==> src/hw/rtl/hwvj_pkg.sv <==
`default_nettype none
package hwvj_pkg;

    localparam int CORDIC_STAGES = 16;
    localparam int ANGLE_BITS    = 16;

    localparam int XW      = 34;
    localparam int ZW      = 33;
    localparam int SW      = 18;
    localparam int NW      = 53;
    localparam int DW      = 40;
    localparam int RW      = 58;
    localparam int Q_BITS  = 17;
    localparam int DIV_LAT = Q_BITS + 2;
    localparam int BACK_LAT = CORDIC_STAGES + 5 + DIV_LAT;

    localparam logic signed [XW-1:0] CORDIC_X0 = XW'(652032874);

    typedef enum logic [2:0] {
        REG_DIM_A     = 3'd0,
        REG_DIM_B     = 3'd1,
        REG_DIM_R     = 3'd2,
        REG_TARGET_VX = 3'd3,
        REG_TARGET_VY = 3'd4,
        REG_TARGET_VR = 3'd5
    } reg_idx_t;

    typedef struct packed {
        logic signed [31:0] z;
        logic               neg;
    } item_t;

    typedef struct packed {
        logic        [15:0] dim_a;
        logic        [15:0] dim_b;
        logic        [15:0] dim_r;
        logic signed [15:0] vx;
        logic signed [15:0] vy;
        logic signed [15:0] vr;
    } cfg_t;

    function automatic logic [31:0] turn_atan(input int i);
        logic [31:0] v;
        case (i)
            0:  v = 32'd536870912;
            1:  v = 32'd316933406;
            2:  v = 32'd167458907;
            3:  v = 32'd85004756;
            4:  v = 32'd42667331;
            5:  v = 32'd21354465;
            6:  v = 32'd10679838;
            7:  v = 32'd5340245;
            8:  v = 32'd2670163;
            9:  v = 32'd1335087;
            10: v = 32'd667544;
            11: v = 32'd333772;
            12: v = 32'd166886;
            13: v = 32'd83443;
            14: v = 32'd41722;
            15: v = 32'd20861;
            16: v = 32'd10430;
            17: v = 32'd5215;
            18: v = 32'd2608;
            19: v = 32'd1304;
            20: v = 32'd652;
            21: v = 32'd326;
            22: v = 32'd163;
            23: v = 32'd81;
            default: v = 32'd0;
        endcase
        return v;
    endfunction

endpackage
`default_nettype wire

==> src/hw/rtl/hwvj_front.sv <==
`default_nettype none
module hwvj_front (
    input  wire logic          clk,
    input  wire logic          rst_n,
    input  wire logic          in_valid,
    output logic               in_ready,
    input  wire logic [15:0]   heading,
    output logic               f_valid,
    input  wire logic          f_ready,
    output hwvj_pkg::item_t    f_item
);
    import hwvj_pkg::*;

    localparam int DN = (ANGLE_BITS < 16) ? 16 - ANGLE_BITS : 0;
    localparam logic [15:0] HMASK = 16'(16'hFFFF << DN);

    logic  valid_reg;
    item_t item_reg;
    item_t item_next;
    logic [31:0] turn;

    assign in_ready = !valid_reg || f_ready;
    assign f_valid  = valid_reg;
    assign f_item   = item_reg;

    always_comb
    begin
        turn = {heading & HMASK, 16'h0000};
        item_next.neg = ($signed(turn) > 32'sd1073741824) ||
                        ($signed(turn) < -32'sd1073741824);
        item_next.z = item_next.neg ? $signed({~turn[31], turn[30:0]}) : $signed(turn);
    end

    always_ff @(posedge clk or negedge rst_n)
    begin
        if (!rst_n)
        begin
            valid_reg <= 1'b0;
        end
        else if (in_valid && in_ready)
        begin
            valid_reg <= 1'b1;
        end
        else if (f_ready)
        begin
            valid_reg <= 1'b0;
        end
    end

    always_ff @(posedge clk)
    begin
        if (in_valid && in_ready)
        begin
            item_reg <= item_next;
        end
    end
endmodule
`default_nettype wire

==> config.mk <==
export PLATFORM = sky130hd
export DESIGN_NAME = hwvj_front
export DESIGN_NICKNAME = d
export VERILOG_FILES = /design/src/hw/rtl/hwvj_pkg.sv /design/src/hw/rtl/hwvj_front.sv
export SDC_FILE = /design/constraint.sdc
export NUM_CORES = 1
export LEC_CHECK = 0
export BUFFER_PORTS_ARGS = -buffer_cell sky130_fd_sc_hd__buf_2
export CORE_ASPECT_RATIO = 1.4
export CORE_MARGIN = 2
export CORE_UTILIZATION = 37
export CTS_BUF_LIST = sky130_fd_sc_hd__clkbuf_4 sky130_fd_sc_hd__clkbuf_8
export CTS_CLUSTER_SIZE = 14
export DETAILED_ROUTE_END_ITERATION = 8
export GPL_ROUTABILITY_DRIVEN = 0
export GPL_TIMING_DRIVEN = 0
export PLACE_DENSITY = 0.81
export SLEW_MARGIN = 20
export SYNTH_ARGS = -nofsm -noshare
export SYNTH_HDL_FRONTEND = slang
export SYNTH_SLANG_ARGS = --single-unit
==> constraint.sdc <==
create_clock -name clk -period 1.5 [get_ports clk]
set_clock_uncertainty 0.2 [all_clocks]
set_input_delay 0.075 -clock clk [delete_from_list [all_inputs] [get_ports clk]]
set_output_delay 0.075 -clock clk [all_outputs]
set_load 0.1 [all_outputs]
Word-level counts from Yosys, hierarchy flattened
Cells that the tools add are included.
- input bits: 20
- output and inout bits: 35
- bits in registers: 34
- logic and storage cells: 14
- bitwise logic cells: 1
- mux-type cells: 3
- magnitude comparators: 2
- reduce and logical (&&, ||, !) cells: 5
- operator list (kind ; count):
    $gt A32 B32 Y1 const B ; 1
    $lt A32 B31 Y1 const B ; 1
    $mux W32 ; 1
    $logic_or A1 B1 Y1 ; 2
    $mux W1 ; 2
    $reduce_bool A2 Y1 ; 1
    $logic_and A1 B1 Y1 ; 1
    $logic_not A1 Y1 ; 1
    $not A1 Y1 ; 1

Logic depth before layout (Yosys ltp)
- word-level depth: 4
- depth in mapped cells: 2
- mapped depth without buffers: 2

Worst setup path before layout
No wires, ideal clock.
- path kind: register to register
- start: reg valid_reg (netlist: f_valid)
- end: reg item_reg (netlist bit f_item[0]) (enable)
- slack: -1.369 ns
- cell stages (with the launch flop): 3
- setup time: 0.325 ns
- arrival time: 2.344 ns
- data required time: 0.975 ns
- period minus slack after synthesis: 2.869 ns
- path buffers: 0
- cells stage by stage: dfrtp_1 > nand2b_1 > and2_1
- word-level cells in the longest chain between the ends: 3
- ends and longest elaborated chain (what ; line ; source):
    from (decl) ; hwvj_front.sv:17 ; logic valid_reg;
    from (signal assigned) ; hwvj_front.sv:38 ; valid_reg <= 1'b0;
    from (signal assigned) ; hwvj_front.sv:42 ; valid_reg <= 1'b1;
    from (signal assigned) ; hwvj_front.sv:46 ; valid_reg <= 1'b0;
    $logic_not A1 Y1 ; hwvj_front.sv:22 ; assign in_ready = !valid_reg || f_ready;
    $logic_or A1 B1 Y1 ; hwvj_front.sv:22 ;
    named net in_ready ; hwvj_front.sv:6 ; output logic in_ready,
    $logic_and A1 B1 Y1 ; hwvj_front.sv:52 ; if (in_valid && in_ready)
    to (signal assigned) ; hwvj_front.sv:54 ; item_reg <= item_next;
    to (decl) ; hwvj_front.sv:18 ; item_t item_reg;
The timed path passes the listed nets, and every way through them passes these cells.
A chain may end at the register's enable or synchronous reset.

Worst setup path after layout
- start: reg valid_reg (netlist: f_valid)
- end: out in_ready
- word-level cells in the longest chain between the ends: 2
- ends and longest elaborated chain (what ; line):
    $logic_not A1 Y1 ; hwvj_front.sv:22
    $logic_or A1 B1 Y1 ; hwvj_front.sv:22
    to (decl) ; hwvj_front.sv:6
Every way passes these cells.

==> metrics.md <==
| Metric | Value |
|---|---|
| TritonCTS clock tree | `done` |
| Crit path buf inv count | `1` |
| Critical path type | `flop to output port` |
| Crit. End Element | `output port` |
| Clock sink count | `18` |
| Synth top area share | `0.680` |
| Leakage power | `0.593 nW` |
| Detailed placer's ending HPWL | `1080 microns` |
| DRC violation total after the first TritonRoute iteration | `7` |
| Via count | `596` |
| Maximum number of pins on one net before global-route repair | `18` |
| Average instance area after synthesis | `16.3 sq um` |
| Longest individual stage delay on the worst path | `500 ps` |
| Largest area contributor in the synthesized netlist | `sky130_fd_sc_hd__edfxtp_1` |
| YS warnings | `0` |
| Routed wire length per instance | `12.5 microns` |
| Crit-path slowest cell | `sky130_fd_sc_hd__dfrtp_4` |
| Top fanout value on the critical path | `3` |
| R2R depth | `2` |
| Antenna Cells | `0` |
| Post-synthesis instance area | `751 sq um` |
| Share of layout cells above drive strength 1 | `0.525` |
| Setup repair after global routing missed its margin | `no` |
| Final core utilization | `0.654` |
| Highest attainable clock frequency | `701 MHz` |
| Wire length of the first global-routing pass | `2880 microns` |
| GRT Resource Usage Total | `0.162` |
| Endpoint of the worst setup timing path | `in_ready` |
| Critical Path Start Type | `flop` |
| Post-synthesis cell count | `46` |
| DIE AREA | `0.00241 sq mm` |
| Root Buffer | `sky130_fd_sc_hd__clkbuf_4` |
| Smallest hold slack | `23.5 ps` |
| Number of standard cells in the layout, taps in and fillers out | `143` |
| Area Overhead vs Synth | `69.8%` |
| Hold crit path type | `primary input to flop` |
| Cell variety after synth | `11` |
| Count of input and output buffers | `38` |
| Setup violators final | `0` |
| Slack of the worst reg-to-reg path | `120 ps` |
| Leading cell types by total area after synthesis | `sky130_fd_sc_hd__edfxtp_1 (68%), sky130_fd_sc_hd__buf_4 (16%), sky130_fd_sc_hd__nor4_2 (5.0%)` |
| Setup fix buffers added after clock tree synthesis | `0` |
| CTS clk-pin slew, worst paths | `100 ps` |
| Max rail drop VDD | `0.000531 V` |
| Remaining design rule violation count | `0` |
| R2r endpoint | `f_item[0]` |
| Sequential element share of the synthesized area | `0.713` |
| Cell family contributing the most delay on the critical path | `flip-flops` |
| Status | `finished clean` |
| Number of buffers added by the clock tree synthesis step | `3` |
| Total number of placement rows | `19` |
| Placed standard-cell area | `0.00104 sq mm` |
| Flip-flop and latch count after synthesis | `18` |
| Final cell area excluding filler cells | `0.00127 sq mm` |
| Die extent in x | `42.1 microns` |
| Data arrival time of the worst path | `1150 ps` |
| Post-DRT Antenna Nets | `0` |
| Min Clock Period, post-route | `1430 ps` |
| Cell Chain, Critical Path | `nand2b_4 > buf_4` |
| Data required time at the worst endpoint | `1220 ps` |
| Latest clock arrival within the worst-skew pair | `280 ps` |
| Count of TritonRoute iterations in the first routing pass | `3` |
| CTS H-Tree Depth | `1` |
| Total wirelength of the detailed-routed design | `1790 microns` |
| Fill count | `144` |
| Maximum clock insertion buffer count | `2` |
| Most common cell after layout, fill and taps aside | `sky130_fd_sc_hd__buf_2` |
| Hold violation count in the final report | `0` |
| # nets final | `143` |
| Area of the core | `0.00195 sq mm` |
| Vias in the first global route | `599` |
| Total count of max-transition violations in the final report | `0` |
| Share of the clock period used by the worst path after layout | `0.951` |
| Top library cells by usage in the layout, fill and taps aside | `sky130_fd_sc_hd__buf_2 (37), sky130_fd_sc_hd__dlygate4sd3_1 (19), sky130_fd_sc_hd__buf_4 (17), sky130_fd_sc_hd__edfxtp_1 (17), sky130_fd_sc_hd__conb_1 (16)` |
| Initial antenna violation count | `0` |
| Count of boundary I/O pins | `55` |
| Placed Cells incl. Taps | `120` |
| Effective utilization at floorplan | `0.385` |
| Combined area of the multi-input logic cells | `166 sq um` |
| Critical Path Stages | `2` |
| Max capacitance violation total | `0` |
| Area taken by flip-flops and latches | `539 sq um` |
| Reg-to-reg critical path startpoint | `f_valid` |
| Total congestion overflow | `0` |
| Launching element of the worst setup path | `f_valid` |
| Die Ht | `57.3 microns` |
| Pwr/cell area | `1120 mW/mm^2` |
| Mean number of vias per cell | `4.17` |
==> layer usage <==
| metal | global-route usage | up-vias | routed length (microns) |
|---|---|---|---|
| met4 | 0.0670 | 0 | 23 |
| met3 | 0.0158 | 2 | 120 |
| li1 | - | 286 | - |
| met1 | 0.203 | 269 | 715 |
| met2 | 0.283 | 39 | 925 |
| met5 | 0 | - | 0 |
==> sequential cells by signal, summed over array words and instances, names as in the netlist <==
register	count
f_item	17
f_valid	1
==> logic make-up after synthesis <==
kind of cell              count (synthesis)  share of synthesized area
DFF                                      18                      0.713
buffers and inverters                    17                      0.165
and+or+nand+nor                           7                     0.0817
AOI/OAI and AO/OA                         2                     0.0233
xor gates and xnor gates                  1                     0.0117
other                                     1                    0.00500
==> worst register-to-register path, cell delays in order (launching register included) <==
cell	delay [ps]
sky130_fd_sc_hd__dfrtp_4	500
sky130_fd_sc_hd__nand2b_4	80
sky130_fd_sc_hd__and2_4	280
==> power by group <==
part,internal [mW],leakage [nW],switching [mW]
Sequential,0.585,0.172,0.00937
Clock,0.148,0.0210,0.135
Combinational,0.110,0.400,0.443
==> what timing repair did <==
action,4_1_cts,5_1_grt
gates resized for setup,1,1
cloned,0,0
endpoints found under the setup margin,1,3
hold buffers,19,1
endpoints found under the hold margin,19,1
==> worst min path at each step <==
stage / from / endpoint / slack (ps) / cells past startpoint
2_1_floorplan: rst_n / f_valid / -420 / 0
3_3_place_gp: rst_n / f_valid / -350 / 1
3_5_place_dp: rst_n / f_valid / -350 / 1
4_1_cts: heading[15] / f_item[0] / 30 / 3
5_1_grt: heading[15] / f_item[0] / 30 / 3
6_report: heading[15] / f_item[0] / 20 / 3
==> final cells by class <==
type,count,area share
inverter,1,0.00294
tap,21,0.0206
clock buffer,4,0.0285
timing repair buffer,57,0.300
multi-input combinational,26,0.131
buffer,16,0.0942
sequential,18,0.423
==> synthesized netlist by cell type, drive strengths merged <==
master	count
and2	1
nor4	3
nor3	1
buf	16
conb	1
a41oi	2
edfxtp	17
dfrtp	1
inv	1
xnor2	1
nand2b	2
==> stage by stage <==
| step | worst slack, ps | power [mW] | TNS, ps |
|---|---|---|---|
| finish | 73.8 | 1.43 | 0 |
| global route | 17.3 | 1.48 | 0 |
| CTS | 21.4 | 1.43 | 0 |
| detailed placement | 152 | 1.11 | 0 |
| global placement | 172 | 1.10 | 0 |
| floorplan | -255 | 1.05 | -4340 |
(Power assumes the default switching activity.)
