File: config.mk
export PLATFORM = sky130hd
export DESIGN_NAME = hwvj_queue
export DESIGN_NICKNAME = d
export VERILOG_FILES = /design/src/hw/rtl/hwvj_pkg.sv /design/src/hw/rtl/hwvj_queue.sv
export SDC_FILE = /design/constraint.sdc
export NUM_CORES = 1
export LEC_CHECK = 0
export ABC_CLOCK_PERIOD_IN_PS = 2300
export BUFFER_PORTS_ARGS = -buffer_cell sky130_fd_sc_hd__buf_2
export CELL_PAD_IN_SITES_DETAIL_PLACEMENT = 1
export CELL_PAD_IN_SITES_GLOBAL_PLACEMENT = 1
export CORE_UTILIZATION = 40
export DETAILED_ROUTE_END_ITERATION = 7
export GPL_ROUTABILITY_DRIVEN = 0
export PLACE_DENSITY = 0.72
export SYNTH_ARGS = -nofsm -noshare
export SYNTH_HDL_FRONTEND = slang
export SYNTH_SLANG_ARGS = --single-unit
export TNS_END_PERCENT = 10
File: constraint.sdc
create_clock -name clk -period 2.3 [get_ports clk]
set_clock_uncertainty 0.1 [all_clocks]
set_input_delay 0.115 -clock clk [delete_from_list [all_inputs] [get_ports clk]]
set_output_delay 0.115 -clock clk [all_outputs]
set_load 0.01 [all_outputs]
File: src/hw/rtl/hwvj_pkg.sv
`default_nettype none
package hwvj_pkg;

    localparam int CORDIC_STAGES = 16;
    localparam int ANGLE_BITS    = 16;

    localparam int XW      = 34;
    localparam int ZW      = 33;
    localparam int SW      = 18;
    localparam int NW      = 53;
    localparam int DW      = 40;
    localparam int RW      = 58;
    localparam int Q_BITS  = 17;
    localparam int DIV_LAT = Q_BITS + 2;
    localparam int BACK_LAT = CORDIC_STAGES + 5 + DIV_LAT;

    localparam logic signed [XW-1:0] CORDIC_X0 = XW'(652032874);

    typedef enum logic [2:0] {
        REG_DIM_A     = 3'd0,
        REG_DIM_B     = 3'd1,
        REG_DIM_R     = 3'd2,
        REG_TARGET_VX = 3'd3,
        REG_TARGET_VY = 3'd4,
        REG_TARGET_VR = 3'd5
    } reg_idx_t;

    typedef struct packed {
        logic signed [31:0] z;
        logic               neg;
    } item_t;

    typedef struct packed {
        logic        [15:0] dim_a;
        logic        [15:0] dim_b;
        logic        [15:0] dim_r;
        logic signed [15:0] vx;
        logic signed [15:0] vy;
        logic signed [15:0] vr;
    } cfg_t;

    function automatic logic [31:0] turn_atan(input int i);
        logic [31:0] v;
        case (i)
            0:  v = 32'd536870912;
            1:  v = 32'd316933406;
            2:  v = 32'd167458907;
            3:  v = 32'd85004756;
            4:  v = 32'd42667331;
            5:  v = 32'd21354465;
            6:  v = 32'd10679838;
            7:  v = 32'd5340245;
            8:  v = 32'd2670163;
            9:  v = 32'd1335087;
            10: v = 32'd667544;
            11: v = 32'd333772;
            12: v = 32'd166886;
            13: v = 32'd83443;
            14: v = 32'd41722;
            15: v = 32'd20861;
            16: v = 32'd10430;
            17: v = 32'd5215;
            18: v = 32'd2608;
            19: v = 32'd1304;
            20: v = 32'd652;
            21: v = 32'd326;
            22: v = 32'd163;
            23: v = 32'd81;
            default: v = 32'd0;
        endcase
        return v;
    endfunction

endpackage
`default_nettype wire

File: src/hw/rtl/hwvj_queue.sv
`default_nettype none
module hwvj_queue (
    input  wire logic          clk,
    input  wire logic          rst_n,
    input  wire logic          in_valid,
    output logic               in_ready,
    input  wire hwvj_pkg::item_t in_item,
    output logic               out_valid,
    input  wire logic          out_ready,
    output hwvj_pkg::item_t    out_item
);
    import hwvj_pkg::*;

    item_t mem [0:1];
    logic [1:0] count_reg;
    logic       wr_reg;
    logic       rd_reg;
    logic       push;
    logic       pop;

    assign in_ready  = (count_reg != 2'd2);
    assign out_valid = (count_reg != 2'd0);
    assign out_item  = mem[rd_reg];
    assign push = in_valid && in_ready;
    assign pop  = out_valid && out_ready;

    always_ff @(posedge clk or negedge rst_n)
    begin
        if (!rst_n)
        begin
            count_reg <= 2'd0;
            wr_reg    <= 1'b0;
            rd_reg    <= 1'b0;
        end
        else
        begin
            if (push)
            begin
                wr_reg <= !wr_reg;
            end
            if (pop)
            begin
                rd_reg <= !rd_reg;
            end
            if (push && !pop)
            begin
                count_reg <= count_reg + 2'd1;
            end
            else if (pop && !push)
            begin
                count_reg <= count_reg - 2'd1;
            end
        end
    end

    always_ff @(posedge clk)
    begin
        if (push)
        begin
            mem[wr_reg] <= in_item;
        end
    end
endmodule
`default_nettype wire

* Yosys cells after proc, flatten, opt, wreduce, memory -nomap -nowiden *
Memories as Yosys holds them, arrays and structs flattened.
Index checks and enable logic that the tools add are counted.
Widths: inputs -> output; s select.

word-level totals
  register bits = 4
  bits in writable memories = 66
  bits of input ports = 37
  output and inout bits = 35
  word-level logic and storage cells = 21
  memories kept = 1

cells by class
  add/subtract/negate cells = 2
  equality and inequality tests = 1
  multiplexer cells = 4
  reduce and logical (&&, ||, !) cells = 10

memories
  name  words  width  rd ports  clocked after Yosys merged registers in  write ports  RTL line          source
  mem   2      33     1         0                                        1            hwvj_queue.sv:14  item_t mem [0:1];

operators by type and width
  operator             count
  $logic_and 1x1->1    4
  $logic_not 1->1      4
  $mux 2               2
  $reduce_bool 2->1    2
  $add 2x1->2 const B  1
  $mux 1               2
  $ne 2x2->1 const B   1
  $sub 2x1->2 const B  1

* Logic depth before layout (Yosys ltp) *
Gate-level depths: netlist (run 1).

  depth after elaboration = 6
  gate-level depth with buffers = 7
  depth with buffers taken out = 7

* Least setup slack after synthesis (run 1) *
No wires, ideal clock.

  kind = register -> register
  start point = register count_reg[0]
  end point = memory mem[0][0] in the netlist's numbering, enable pin
  library setup time = 0.423 ns
  arrival time = 2.096 ns
  required time = 1.777 ns
  slack = -0.319 ns
  cell stages (with the launch flop) = 4
  buffers on the path = 0
  clock period less this slack = 2.619 ns
  cells stage by stage = dfrtp_1 nand2b_1 nand2_1 nor2_1

on the way
  longest elaborated chain between the ends = 4

RTL lines
  what                          RTL line          source
  start: declaration            hwvj_queue.sv:15  logic [1:0] count_reg;
  start signal: assignment      hwvj_queue.sv:47  count_reg <= count_reg + 2'd1;
  start signal: assignment      hwvj_queue.sv:51  count_reg <= count_reg - 2'd1;
  $ne 2x2->1                    hwvj_queue.sv:21  assign in_ready = (count_reg != 2'd2);
  named net in_ready            hwvj_queue.sv:6   output logic in_ready,
  $logic_and 1x1->1             hwvj_queue.sv:24  assign push = in_valid && in_ready;
  $mux 1                        hwvj_queue.sv:58  if (push)
  $mux 1 (implied by the code)  hwvj_queue.sv:60  mem[wr_reg] <= in_item;
  end: declaration              hwvj_queue.sv:14

The timed path passes the listed nets, and every way through them passes these cells.

==> results of run 1 <==
timing repair:
item / in CTS / in global routing
endpoints found under the hold margin: 71 / 0
setup endpoints to repair: 0 / 0
hold buffers: 35 / 0
worst max-delay path, stage by stage, from the launching register on:
cell     delay [ps]
dfrtp_2         460
buf_12          270
mux2_2          370
buf_2           140
final cells by class:
class | count | area (um2)
Fill cell | 619 | 2790
Sequential cell | 70 | 2080
Timing Repair Buffer | 109 | 766
Multi-Input combinational cell | 46 | 579
Clock buffer | 10 | 128
Tap cell | 77 | 96.3
Clock inverter | 4 | 16.3
Inverter | 1 | 3.75
stage by stage:
| stage | cell area, um2 | total power [mW] | instances | util |
|---|---|---|---|---|
| after floorplan | 2730 | 2.95 | 121 | - |
| after global placement | 3180 | 3.32 | 268 | 0.492 |
| after detailed placement | 3180 | 3.39 | 268 | 0.492 |
| after CTS | 3670 | 4.21 | 317 | 0.569 |
| after global routing | 3670 | 4.37 | 317 | 0.569 |
| final | 3670 | 4.14 | 317 | 0.569 |
routing by layer:
| metal | global-route usage | vias to the layer above | routed length (um) |
|---|---|---|---|
| met5 | 0 | - | 0 |
| met4 | 0.0570 | 0 | 68 |
| met3 | 0.0482 | 7 | 202 |
| met2 | 0.295 | 46 | 2840 |
| met1 | 0.160 | 714 | 1940 |
| li1 | - | 698 | - |
how the worst max path moves through the flow:
stage / start / slack (ps) / depth (start not counted) / to
2_1_floorplan: count_reg[0] / 220 / 3 / mem[0][0]
3_3_place_gp: count_reg[0] / 760 / 6 / count_reg[1]
3_5_place_dp: count_reg[0] / 630 / 6 / count_reg[1]
4_1_cts: rd_reg / 480 / 3 / out_item[24]
5_1_grt: rd_reg / 440 / 3 / out_item[24]
6_report: rd_reg / 510 / 3 / out_item[24]
power groups by stage:
stage	clock [mW]	combinational (mW)	sequential (mW)
floorplan	0	1.10	1.85
global placement	0	1.45	1.87
detailed placement	0	1.48	1.91
CTS	0.794	1.53	1.88
global route	0.841	1.62	1.90
finish	0.763	1.51	1.87
cell usage after synthesis (all sizes together):
cell    number  area share
dfrtp        4       0.037
nand2        2      0.0028
inv          1      0.0014
xor2         2      0.0064
and3         1      0.0023
or2          1      0.0023
buf          4       0.026
mux2        33        0.18
nor2         2      0.0028
xnor2        3      0.0096
ha           1      0.0046
nand2b       1      0.0023
edfxtp      66        0.73
cell families (layout without fill, tap and decap cells):
| kind of cell | Yosys count | in the layout | synth area share |
|---|---|---|---|
| xor gates and xnor gates | 5 | 5 | 0.0161 |
| adders and majority gates | 1 | 1 | 0.00459 |
| buffers and inverters | 5 | 124 | 0.0275 |
| DFF | 70 | 70 | 0.763 |
| muxes | 33 | 33 | 0.176 |
| and+or+nand+nor | 7 | 7 | 0.0124 |
==> reports/results.ini, run 1 <==
[critical_path]
endpoint_kind = primary output
cp_data_arrival_time_ps = 1570
rr_startpoint = count_reg[0]
rrSetupSlack_ps = 610
reg2regPathDepth = 7
required_ps = 2090
worstPathMaxFanout = 30
crit_path_start_kind = flip-flop
crit_type = reg -> out
rr_endpoint = count_reg[1]

[grt]
grt_max_degree = 31
grt_pass1_wl_um = 8160
antenna_found_initial = 0
grtUsageTotal = 0.155
overflow = 0
grt_pass1_vias = 1711

[placement]
dp_worst_setup_slack_ps = 627
dp_hpwl_um = 3130
portBuffers = 71

[sta]
rsz0062_at_grt = no
setup_ws_ps = 513
hold_ws_ps = 37.4
final_max_slew_viol_count = 0
min_period_ps = 1790
timing.final.crit_share = 0.777
hold_violations = 0
max_freq_mhz = 560
setup-tns-final_ps = 0
slew_headroom = 0.845
worst_slew_pin_slew_ps = 232
finalSetupViolCount = 0

[clock_tree]
postCtsSetupRepairBufs = 0
cts.path.max_buffers = 2
cts.repair.resized = 0
clk_pin_slew_worst_paths_ps = 60
cts_sinks = 70
cts_tree = done
clockRootBuffer = clkbuf_8
numCtsBuffers = 9
htree_levels = 3
clock_latency_ps = 320

[routing]
wl_um = 5060
vias = 1465
first_iter_violations = 55
drtAntennaViolNets = 0
via_per_inst = 4.62
wl_per_cell_um = 15.9
drcViolationCount = 0
dr.pass1.iters = 8

[power_and_ir_drop]
p_per_area_nw_per_um2 = 1130
power_switching_share = 0.296
leakage_nw = 1.49
seqPwrFrac = 0.452
p_clk_frac = 0.184
switchingPower_mw = 1.23
pwr-share-comb = 0.364
intPower_mw = 2.92
ir_drop_mv = 0.825

[flow_run]
drv_cap = 0

[synthesis]
synth.distinct_cells = 15
ys_warn_count = 0
synthCells = 121
syn_area_per_cell_um2 = 22.5
syn_nets = 159
ys_seq_area_frac = 0.763
synth_seq_cells = 70
syn_area_um2 = 2730

[final_layout]
largest_reg_flops = 66
area_growth_pct = 34.6
drive_gt1_frac = 0.500
final_common_cell = buf_2
finalNetCount = 275
antenna_cells = 0
layout_common_cells = buf_2 (71), edfxtp_1 (66), dlygate4sd3_1 (35)

[die]
dieWidth_um = 84.6
die_height_um = 84.6
start_util = 0.422
die_area_um2 = 7150
core-area_um2 = 6460
io_pins = 72
rows = 29

[run_status]
run_status = complete, no violations

[hold_path]
holdCritPathClass = in -> async

No activity file was read; power rests on OpenSTA's default activity.
==> run 2, diff against run 1 <==
--- a/config.mk
+++ b/config.mk
@@ -5,14 +5,15 @@
 export SDC_FILE = /design/constraint.sdc
 export NUM_CORES = 1
 export LEC_CHECK = 0
-export ABC_CLOCK_PERIOD_IN_PS = 2300
+export ABC_AREA = 1
+export ABC_CLOCK_PERIOD_IN_PS = 1700
 export BUFFER_PORTS_ARGS = -buffer_cell sky130_fd_sc_hd__buf_2
 export CELL_PAD_IN_SITES_DETAIL_PLACEMENT = 1
 export CELL_PAD_IN_SITES_GLOBAL_PLACEMENT = 1
-export CORE_UTILIZATION = 40
+export CORE_UTILIZATION = 41
 export DETAILED_ROUTE_END_ITERATION = 7
 export GPL_ROUTABILITY_DRIVEN = 0
-export PLACE_DENSITY = 0.72
+export PLACE_DENSITY = 0.75
 export SYNTH_ARGS = -nofsm -noshare
 export SYNTH_HDL_FRONTEND = slang
 export SYNTH_SLANG_ARGS = --single-unit
==> constraint.sdc (replaced) <==
create_clock -name clk -period 1.7 [get_ports clk]
set_clock_uncertainty 0.1 [all_clocks]
set_input_delay 0.085 -clock clk [delete_from_list [all_inputs] [get_ports clk]]
set_output_delay 0.085 -clock clk [all_outputs]
set_load 0.01 [all_outputs]
==> run 2 against run 1 <==
  * Cell area rose by 0.75%
  * Combinational power grew 36%
  * Count of clock-buffer cells in the layout increased by 1
  * Synthesized cell count grew 66%
  * Register-to-register slack worse by 490 ps
  * Core utilization grew 1.4 points
  * Highest routed layer unchanged
==> reports/results.ini, run 2 <==
[hold_path]
holdPathStages = 2
worstHoldStart = in_item[19]
whs_endpoint = mem[0][19]
holdCritPathClass = in -> reg

[synthesis]
syn_area_um2 = 2700  ; -0.87%
synth_top_cells_by_count = nand2_1 (95), edfxtp_1 (66), nand2_2 (12)
synthArstFlopShare = 0.0571  ; unchanged
ys_seq_area_frac = 0.770  ; +0.00671
synth_seq_cells = 70  ; unchanged
syn_nets = 239  ; +50%
synth.distinct_cells = 17  ; +2
yosysMostFrequentCell = nand2_1
synth_edf_count = 66  ; unchanged
ys_top_cells_by_area = edfxtp_1 (73%), nand2_1 (13%), dfrtp_1 (3.7%)
ys_warn_count = 0  ; unchanged
yosysTopAreaCellShare = 0.733  ; +0.00639
synthCells = 201  ; +66%
synth_top_area_cell = edfxtp_1
synth_flop_cell = edfxtp_1
syn_area_per_cell_um2 = 13.5  ; -40%

[final_layout]
final_cells = 401  ; +26%
area_growth_pct = 36.8
nFillCells = 663  ; +7.1%
drive_gt1_frac = 0.333  ; -0.167
largest_reg_flops = 66  ; unchanged
finalNetCount = 357  ; +30%
layout_common_cells = nand2_1 (95), buf_2 (71), edfxtp_1 (66)
antenna_cells = 0  ; unchanged
final_common_cell = nand2_1

[die]
die_height_um = 83.2  ; -1.6%
start_util = 0.426  ; +0.00350
core-area_um2 = 6350  ; -1.7%
rows = 29  ; unchanged
dieWidth_um = 83.2  ; -1.6%
io_pins = 72  ; unchanged
die_area_um2 = 6920  ; -3.2%

[critical_path]
startpoint = rd_reg
required_ps = 1510  ; -580 ps
cp_data_arrival_time_ps = 1400  ; -170 ps
crit_type = reg -> out
crit_path_start_kind = flip-flop
rrSetupSlack_ps = 120  ; -490 ps
endpoint_kind = primary output
rr_startpoint = count_reg[0]
reg2regPathDepth = 9  ; +2
worstPathMaxFanout = 21  ; -30%
rr_endpoint = count_reg[1]

[clock_tree]
clockRootBuffer = clkbuf_8
clk_pin_slew_worst_paths_ps = 70  ; about the same
clock_latency_ps = 340  ; +20 ps
postCtsSetupRepairBufs = 0  ; unchanged
cts.path.max_buffers = 2  ; unchanged
numCtsBuffers = 9  ; unchanged
cts_tree = done
cts.repair.resized = 0  ; unchanged
cts_sinks = 70  ; unchanged
htree_levels = 3  ; unchanged

[routing]
wl_per_cell_um = 13.6  ; -15%
dr.pass1.iters = 4  ; -4
via_per_inst = 4.58  ; -0.93%
drtAntennaViolNets = 0  ; unchanged
wl_um = 5430  ; +7.5%
vias = 1836  ; +25%
first_iter_violations = 91  ; +65%
drcViolationCount = 0  ; unchanged

[sta]
rsz0062_at_grt = no
finalSetupViolCount = 0  ; unchanged
hold_violations = 0  ; unchanged
setup-tns-final_ps = 0  ; unchanged
timing.final.crit_share = 0.931
slew_headroom = 0.819  ; -0.0264
final_max_slew_viol_count = 0  ; unchanged
worst_slew_pin_slew_ps = 272  ; +39.5 ps
min_period_ps = 1580
setup_ws_ps = 117  ; -395 ps
max_freq_mhz = 632

[placement]
placed_cells = 348  ; +30%
dp_worst_setup_slack_ps = 146  ; -480 ps
dp_hpwl_um = 3550  ; +13%
portBuffers = 71  ; unchanged

[grt]
grt_pass1_wl_um = 9120  ; +12%
grt_max_degree = 35  ; +13%
grtUsageTotal = 0.174  ; +0.0190
grt_pass1_vias = 2017  ; +18%
overflow = 0  ; unchanged
antenna_found_initial = 0  ; unchanged

[run_status]
run_status = complete, no violations

[power_and_ir_drop]
ir_drop_mv = 0.716  ; -13%
power_mw = 5.81  ; +40%
p_per_area_nw_per_um2 = 1570  ; +39%
leakage_nw = 1.61  ; +8.3%

[flow_run]
drv_cap = 0  ; unchanged

==> run 2: final cells by class <==
type / instances / area (um2) / share of cell area
clock inverter: 5 / 50.0 / 0.0135
multi-input combinational: 117 / 523 / 0.141
sequential: 70 / 2080 / 0.563
clock buffer: 11 / 131 / 0.0355
timing repair buffer: 114 / 783 / 0.212
inverter: 7 / 33.8 / 0.00913
tap: 77 / 96.3 / 0.0260
==> run 2: cell families (layout without fill, tap and decap cells) <==
group	Yosys count	count (layout)	synth area share
xor gates and xnor gates	2	2	0.00648
adders and majority gates	1	1	0.00463
buffers and inverters	14	137	0.0421
DFF	70	70	0.770
and+or+nand+nor	114	114	0.177
==> run 2: through the flow <==
step	utilization	hold WS (ps)	area, um2
floorplan	-	-311	2710
global placement	0.496	-199	3150
detailed placement	0.496	-197	3150
CTS	0.583	350	3700
global route	0.583	366	3700
finish	0.583	367	3700
==> run 2: critical path: stages, from the launching register on <==
cell and delay [ps]:
dfrtp_1 470, buf_4 290, nand2_1 90, nand2_1 70, buf_2 130
==> run 2: worst max path at each step <==
stage	to	slack, ps	cells after the start
floorplan	mem[0][0]	-250	4
global placement	count_reg[1]	240	9
detailed placement	count_reg[1]	150	9
CTS	out_item[29]	70	4
global route	out_item[27]	20	4
finish	out_item[8]	120	4
==> run 2: what timing repair did <==
action	CTS	global route
hold endpoints to repair	72	0
hold buffers	37	0
setup endpoints to repair	0	0
==> run 2: metal layers <==
layer / track usage / wire length (um) / vias to the layer above / part of all wire
li1: - / - / 901 / -
met1: 0.185 / 2080 / 883 / 0.38
met2: 0.327 / 3040 / 43 / 0.56
met3: 0.0328 / 205 / 9 / 0.038
met4: 0.0893 / 110 / 0 / 0.020
met5: 0 / 0 / - / 0
==> run 2: report_power, final <==
group          internal, mW  total, mW  switching (mW)
Clock                 0.666       1.24           0.576
Combinational         0.759       2.06            1.30
Sequential             2.36       2.51           0.149
Total                  3.79       5.81            2.03
